$ cat src/hw/rtl/dea_pkg.sv
`default_nettype none
package dea_pkg;

    localparam int CORDIC_STEPS_DEF    = 16;
    localparam int COMPONENT_WIDTH_DEF = 16;

    // angle inside the CORDIC: degrees, 16 fraction bits
    localparam int ANG_W = 26;
    // angle after rounding: degrees, 8 fraction bits
    localparam int Q_W   = ANG_W - 8;

    localparam int PITCH_W     = 16;
    localparam int YAW_W       = 17;
    localparam int OUT_TDATA_W = 40;
    localparam int ATAN_LEN    = 24;

    localparam logic signed [ANG_W-1:0] ANG_90     = 26'sd5898240;
    localparam logic signed [ANG_W-1:0] ANG_180    = 26'sd11796480;
    localparam logic signed [ANG_W-1:0] ROUND_HALF = 26'sd128;

    localparam logic signed [Q_W-1:0] PITCH_LIMIT = 18'sd23040;
    localparam logic signed [Q_W-1:0] PITCH_CLAMP = 18'sd22784;
    localparam logic signed [Q_W-1:0] YAW_LIMIT   = 18'sd46080;
    localparam logic signed [Q_W-1:0] YAW_TURN    = 18'sd92160;

    // register index as seen in paddr[2]
    localparam logic REG_IDX_PITCH_CLAMP = 1'b0;

    typedef enum logic [2:0] {
        SPEC_NONE,
        SPEC_ZERO,
        SPEC_POS90,
        SPEC_NEG90,
        SPEC_POS180
    } spec_t;

    // atan(2^-i) in degrees, 16 fraction bits
    function automatic logic signed [ANG_W-1:0] atan_q16(input logic [4:0] idx);
        logic signed [ANG_W-1:0] val;
        case (idx)
            5'd0:    val = 26'sd2949120;
            5'd1:    val = 26'sd1740967;
            5'd2:    val = 26'sd919879;
            5'd3:    val = 26'sd466945;
            5'd4:    val = 26'sd234379;
            5'd5:    val = 26'sd117304;
            5'd6:    val = 26'sd58666;
            5'd7:    val = 26'sd29335;
            5'd8:    val = 26'sd14668;
            5'd9:    val = 26'sd7334;
            5'd10:   val = 26'sd3667;
            5'd11:   val = 26'sd1833;
            5'd12:   val = 26'sd917;
            5'd13:   val = 26'sd458;
            5'd14:   val = 26'sd229;
            5'd15:   val = 26'sd115;
            5'd16:   val = 26'sd57;
            5'd17:   val = 26'sd29;
            5'd18:   val = 26'sd14;
            5'd19:   val = 26'sd7;
            5'd20:   val = 26'sd4;
            5'd21:   val = 26'sd2;
            5'd22:   val = 26'sd1;
            default: val = '0;
        endcase
        return val;
    endfunction

endpackage
`default_nettype wire

$ cat src/hw/rtl/dea_isqrt.sv
`default_nettype none
module dea_isqrt import dea_pkg::*; #(
    parameter int CW     = COMPONENT_WIDTH_DEF,
    parameter int SIDE_W = 3 * COMPONENT_WIDTH_DEF
) (
    input  wire logic                aclk,
    input  wire logic                aresetn,
    input  wire logic                en,
    input  wire logic                in_valid,
    input  wire logic [2*CW-1:0]     radicand,
    input  wire logic [SIDE_W-1:0]   side_in,
    output logic                     out_valid,
    output logic [CW-1:0]            root,
    output logic [SIDE_W-1:0]        side_out
);

    localparam int TW = 2 * CW + 1;

    logic [TW-1:0]     rem_reg   [CW];
    logic [CW-1:0]     root_reg  [CW];
    logic [SIDE_W-1:0] side_reg  [CW];
    logic              valid_reg [CW];

    // one result bit per stage, most significant first
    for (genvar k = 0; k < CW; k++) begin : g_stage
        localparam int BIT = CW - 1 - k;

        logic [TW-1:0]     rem_prev;
        logic [CW-1:0]     root_prev;
        logic [SIDE_W-1:0] side_prev;
        logic              valid_prev;
        logic [TW-1:0]     trial;

        if (k == 0) begin : g_first
            assign rem_prev   = TW'(radicand);
            assign root_prev  = '0;
            assign side_prev  = side_in;
            assign valid_prev = in_valid;
        end else begin : g_rest
            assign rem_prev   = rem_reg[k-1];
            assign root_prev  = root_reg[k-1];
            assign side_prev  = side_reg[k-1];
            assign valid_prev = valid_reg[k-1];
        end

        assign trial = (TW'(root_prev) << (BIT + 1)) | (TW'(1) << (2 * BIT));

        always_ff @(posedge aclk) begin
            if (!aresetn) begin
                valid_reg[k] <= 1'b0;
            end else if (en) begin
                valid_reg[k] <= valid_prev;
            end
        end

        always_ff @(posedge aclk) begin
            if (en) begin
                side_reg[k] <= side_prev;
                if (rem_prev >= trial) begin
                    rem_reg[k]  <= rem_prev - trial;
                    root_reg[k] <= root_prev | (CW'(1) << BIT);
                end else begin
                    rem_reg[k]  <= rem_prev;
                    root_reg[k] <= root_prev;
                end
            end
        end
    end

    assign out_valid = valid_reg[CW-1];
    assign root      = root_reg[CW-1];
    assign side_out  = side_reg[CW-1];

endmodule
`default_nettype wire

$ cat config.mk
export PLATFORM = sky130hd
export DESIGN_NAME = dea_isqrt
export DESIGN_NICKNAME = d
export VERILOG_FILES = /design/src/hw/rtl/dea_pkg.sv /design/src/hw/rtl/dea_isqrt.sv
export SDC_FILE = /design/constraint.sdc
export NUM_CORES = 1
export LEC_CHECK = 0
export BUFFER_PORTS_ARGS = -buffer_cell sky130_fd_sc_hd__buf_2
export CORE_MARGIN = 5
export CORE_UTILIZATION = 62
export DETAILED_ROUTE_END_ITERATION = 16
export PLACE_DENSITY = 0.89
export SYNTH_ARGS = -nofsm -noshare
export SYNTH_HDL_FRONTEND = slang
export SYNTH_SLANG_ARGS = --single-unit
$ cat constraint.sdc
create_clock -name aclk -period 4.5 [get_ports aclk]
set_input_delay 0.45 -clock aclk [delete_from_list [all_inputs] [get_ports aclk]]
set_output_delay 0.45 -clock aclk [all_outputs]
set_load 0.03 [all_outputs]
* After elaboration in Yosys (flattened, before gate mapping) *
Memory sizes are Yosys's and may differ from the RTL's.
Index checks and enable logic that the tools add are counted.

cells by class
  add/sub/neg operators = 16
  order comparisons = 16
  muxes and demuxes = 149
  bitwise operators = 48

operators with widths
  cell                    number
  $mux 33                 16
  $mux 16                 16
  $mux 1                  117
  $or 1x1->1              48
  $ge 33x17->1            1
  $ge 33x18->1            1
  $ge 33x19->1            1
  $ge 33x20->1            1
  $ge 33x21->1            1
  $ge 33x22->1            1
  $ge 33x23->1            1
  $ge 33x24->1            1
  $ge 33x25->1            1
  $ge 33x26->1            1
  $ge 33x27->1            1
  $ge 33x28->1            1
  $ge 33x29->1            1
  $ge 33x30->1            1
  $ge 33x31->1            1
  $sub 32x31->33 const B  1
  $sub 33x17->33          1
  $sub 33x18->33          1
  $sub 33x19->33          1
  $sub 33x20->33          1
  other kinds (12)        12

storage, ports and cells
  bits in registers = 0
  bits in writable memories = 1,568
  input port bits = 84
  output and inout bits = 65
  word-level logic and storage cells = 233
  memories kept = 4

memory list
  memory     words  bits a word  rd ports  clocked after memory_dff  write ports  RTL line         text
  side_reg   16     48           16        0                         16           dea_isqrt.sv:21  logic [SIDE_W-1:0] side_reg [CW];
  rem_reg    16     33           15        0                         16           dea_isqrt.sv:19  logic [TW-1:0] rem_reg [CW];
  root_reg   16     16           16        0                         16           dea_isqrt.sv:20  logic [CW-1:0] root_reg [CW];
  valid_reg  16     1            16        0                         16           dea_isqrt.sv:22  logic valid_reg [CW];

* Longest topological paths before layout *
An unclocked memory read counts as a cell.

  depth after elaboration = 6
  depth in mapped cells = 13
  gate-level depth less buffers = 11

* Least setup slack after synthesis *
No wires, ideal clock.

  path kind = register to register
  from = memory rem_reg[1][160] (netlist name)
  to = memory rem_reg[1][182] (netlist name), data pin
  setup time = 262 ps
  data arrival time = 2,850 ps
  required time = 4,238 ps
  slack = 1,388 ps
  cell stages (with the launch flop) = 8
  buffers on the path = 0
  clock period less this slack = 3,112 ps
  cell sequence = edfxtp_1 > or4_1 > or3_1 > or4_1 > a31o_1 > a2111oi_4 > inv_2 > mux2_1

RTL lines
  item                RTL line
  start: declaration  dea_isqrt.sv:19

==> impl_results.md <==
* Outcome: completed
* Maximum vdd ir drop at 0.000469 V
* Die Width at 303 um
* Worst endpoint required time at 4940 ps
* Post-synthesis async set-or-reset flop share at 0%
* CTS tree: done
* Pin count of the biggest net entering global routing at 200
* Setup_tns at 0 ps
* Core ar. at 85300 um2
* Num CTS Buffers at about 140
* Global-route wire length before repair at 150 mm
* Lkg Pwr at roughly 22 nW
* Via count at 26500
* Clk buf depth at 3
* Total wire length at 94.7 mm
* Port buffer count at 148
* Max-Cap Viols at 0
* Critical Path Fanout Max at 5
* Vias in the first global route at around 28000
* Worst EP arrival at about 4200 ps
* Yosys top cell by area: edfxtp_1
* Number of fillers in the final layout at 5049
* Initial antenna violation count at 0
* Total power divided by cell area at 493 nW/um2
* Pin slew with the least headroom to its limit at 1050 ps
* Clock Sink Count at 1415
* Distinct cells, synth at 69
* Mapped Nets at 3333
* Clock Skew at 31.4 ps
* Detail Route Antenna Nets at 0
* Syn Std Cell Area at 53300 um2
* Dominant synthesized flop cell: edfxtp_1
* Std cell rows at 107
* Area delta synth->final at 13.9%
* EDFF count, synth at 1414
* Pre-antenna DRT Iters at 6
* Worst setup path class: flop to flop
* Routed wire per std cell at ~20 um
* Hold crit path type: input pin to flop
* Die H at approximately 300 um
* GR Util All Layers at between 20% and 30%
* Die area at 92000 um2
* Post-synth top area share at 79.6%
* Final core occ at a little under three quarters
* Crit path launch type: flop
* Min Hold Slack at 57.7 ps
* Max reg flops at 768
* Cell count after synthesis at a little over 3000
* Post-CTS Resized at 0
* Initial Utilization at 62.5%
* RD Place Congestion at 0.917
* Flops & latches, synth at ~1400
* Max-slew violations at 0
* Commonest non-fill, non-tap cells in the layout: 1414 x edfxtp_1, 180 x inv_1, 158 x nand2_1, 150 x ha_1, 147 x buf_2
* CP endpoint kind: flop
* DRC viols at 0
* Syn Area/Cell at 17.2 um2
* H-tree depth at 4
* Synth warnings at 0
* Final Hold Vio Count at 0
* HPWL after DPL at around 56 mm
* Clk pin slew, worst setup/hold paths at 70 ps
* Share of layout cells above drive strength 1 at 11.5%
* Clock Root Buffer: clkbuf_16
* Period utilization at 83.1%
* I/O pin count at 149
* GRT overflow at 0
* RSZ-0062 raised after global routing: no
* Drt initial violations at 2243
* Final setup viols at 0
* # nets final at ~3700
* Relative slew slack at 30.2%
* Sequential area share after synthesis at roughly 80%
* Fmax at around 270 MHz
* DR vias/cell at about 5.6
* Worst-skew pair later-pin latency at between 700 and 800 ps
* Fin crit period at 3740 ps
* Most common cell after layout, fill and taps aside: edfxtp_1
* Synth top area cells: edfxtp_1 80%, ha_1 3.5%, xor2_1 1.8%, xnor2_1 1.6%, inv_1 1.3%
synthesized netlist by cell type (all sizes together) (8+ instances only):
cell	n
xnor2	96
or2	9
a211oi	11
o211ai	11
nand2b	32
xor2	109
a21oi	103
nor3b	8
or3	32
nand3	40
ha	150
mux2	14
nor4	70
a21o	40
inv	181
or4b	8
clkbuf	50
o21a	35
nor4b	20
edfxtp	1414
o31ai	16
nor3	78
nand4	25
and3	18
nand2	158
nor2	118
nor2b	25
or4	15
o21ai	115
through the flow:
stage / cell area, um2 / total power [mW] / worst slack, ps / instances
floorplan: 53300 / 18.0 / 1390 / 3099
global placement: 55600 / 18.7 / 848 / 4364
detailed placement: 55600 / 18.9 / 805 / 4364
CTS: 60700 / 30.0 / 767 / 4692
global route: 60700 / 31.1 / 501 / 4692
finish: 60700 / 29.9 / 760 / 4693
per-layer routing:
| layer | track usage (%) | part of all wire (%) | vias up |
|---|---|---|---|
| li1 | - | - | 12500 |
| met1 | 23.4 | 36 | 12900 |
| met2 | 39.3 | 55 | 815 |
| met3 | 3.65 | 4.1 | 269 |
| met4 | 9.71 | 4.4 | 0 |
| met5 | 0 | 0 | - |
final timing paths:
| check | slack (ps) | from | cells after the start | endpoint |
|---|---|---|---|---|
| max reg2reg | 760 | rem_reg[1][46] | 10 | rem_reg[1][97] |
| min reg2reg | 410 | side_reg[1][137] | 0 | side_reg[1][185] |
| min | 60 | in_valid | 2 | valid_reg[0][0] |
| max | 760 | rem_reg[1][46] | 10 | rem_reg[1][97] |
cell families (layout without fill, tap and decap cells):
logic type	count (synthesis)	count (layout)	synth area share, %
other	0	1	0
AOI/OAI and AO/OA	388	388	4.58
and+or+nand+nor	682	682	6.73
adders and majority gates	150	150	3.52
xor gates and xnor gates	205	205	3.37
buffers and inverters	238	687	1.70
DFF	1415	1415	79.7
muxes	21	21	0.427
power by group:
group | internal, mW | leakage (nW) | switching [mW]
combinational | 0.961 | 6.17 | 1.43
clock | 6.27 | 2.12 | 4.87
sequential | 15.8 | 13.7 | 0.592
worst max-delay path, stage by stage, from the launching register on:
cell,delay (ps)
edfxtp_1,400
ha_1,270
or3_1,360
o221ai_1,280
nor2_1,90
a211oi_1,640
o21ai_0,330
nor2b_1,210
or4b_1,590
nor3_1,210
xor2_1,100
cell type report:
type	instances	area, um2	area share, %
antenna	1	2.50	0.00412
clock buffer	163	3590	5.91
clock inverter	87	773	1.27
inverter	181	679	1.12
multi-input combinational	1446	9940	16.4
sequential	1415	42500	70.0
tap	1144	1430	2.36
timing repair buffer	256	1810	2.98
repair_timing:
item                      CTS  global route
buffers inserted            0             0
hold endpoints to repair   78             0
hold buffers               78             0
Power figures use the tool's default switching activity.
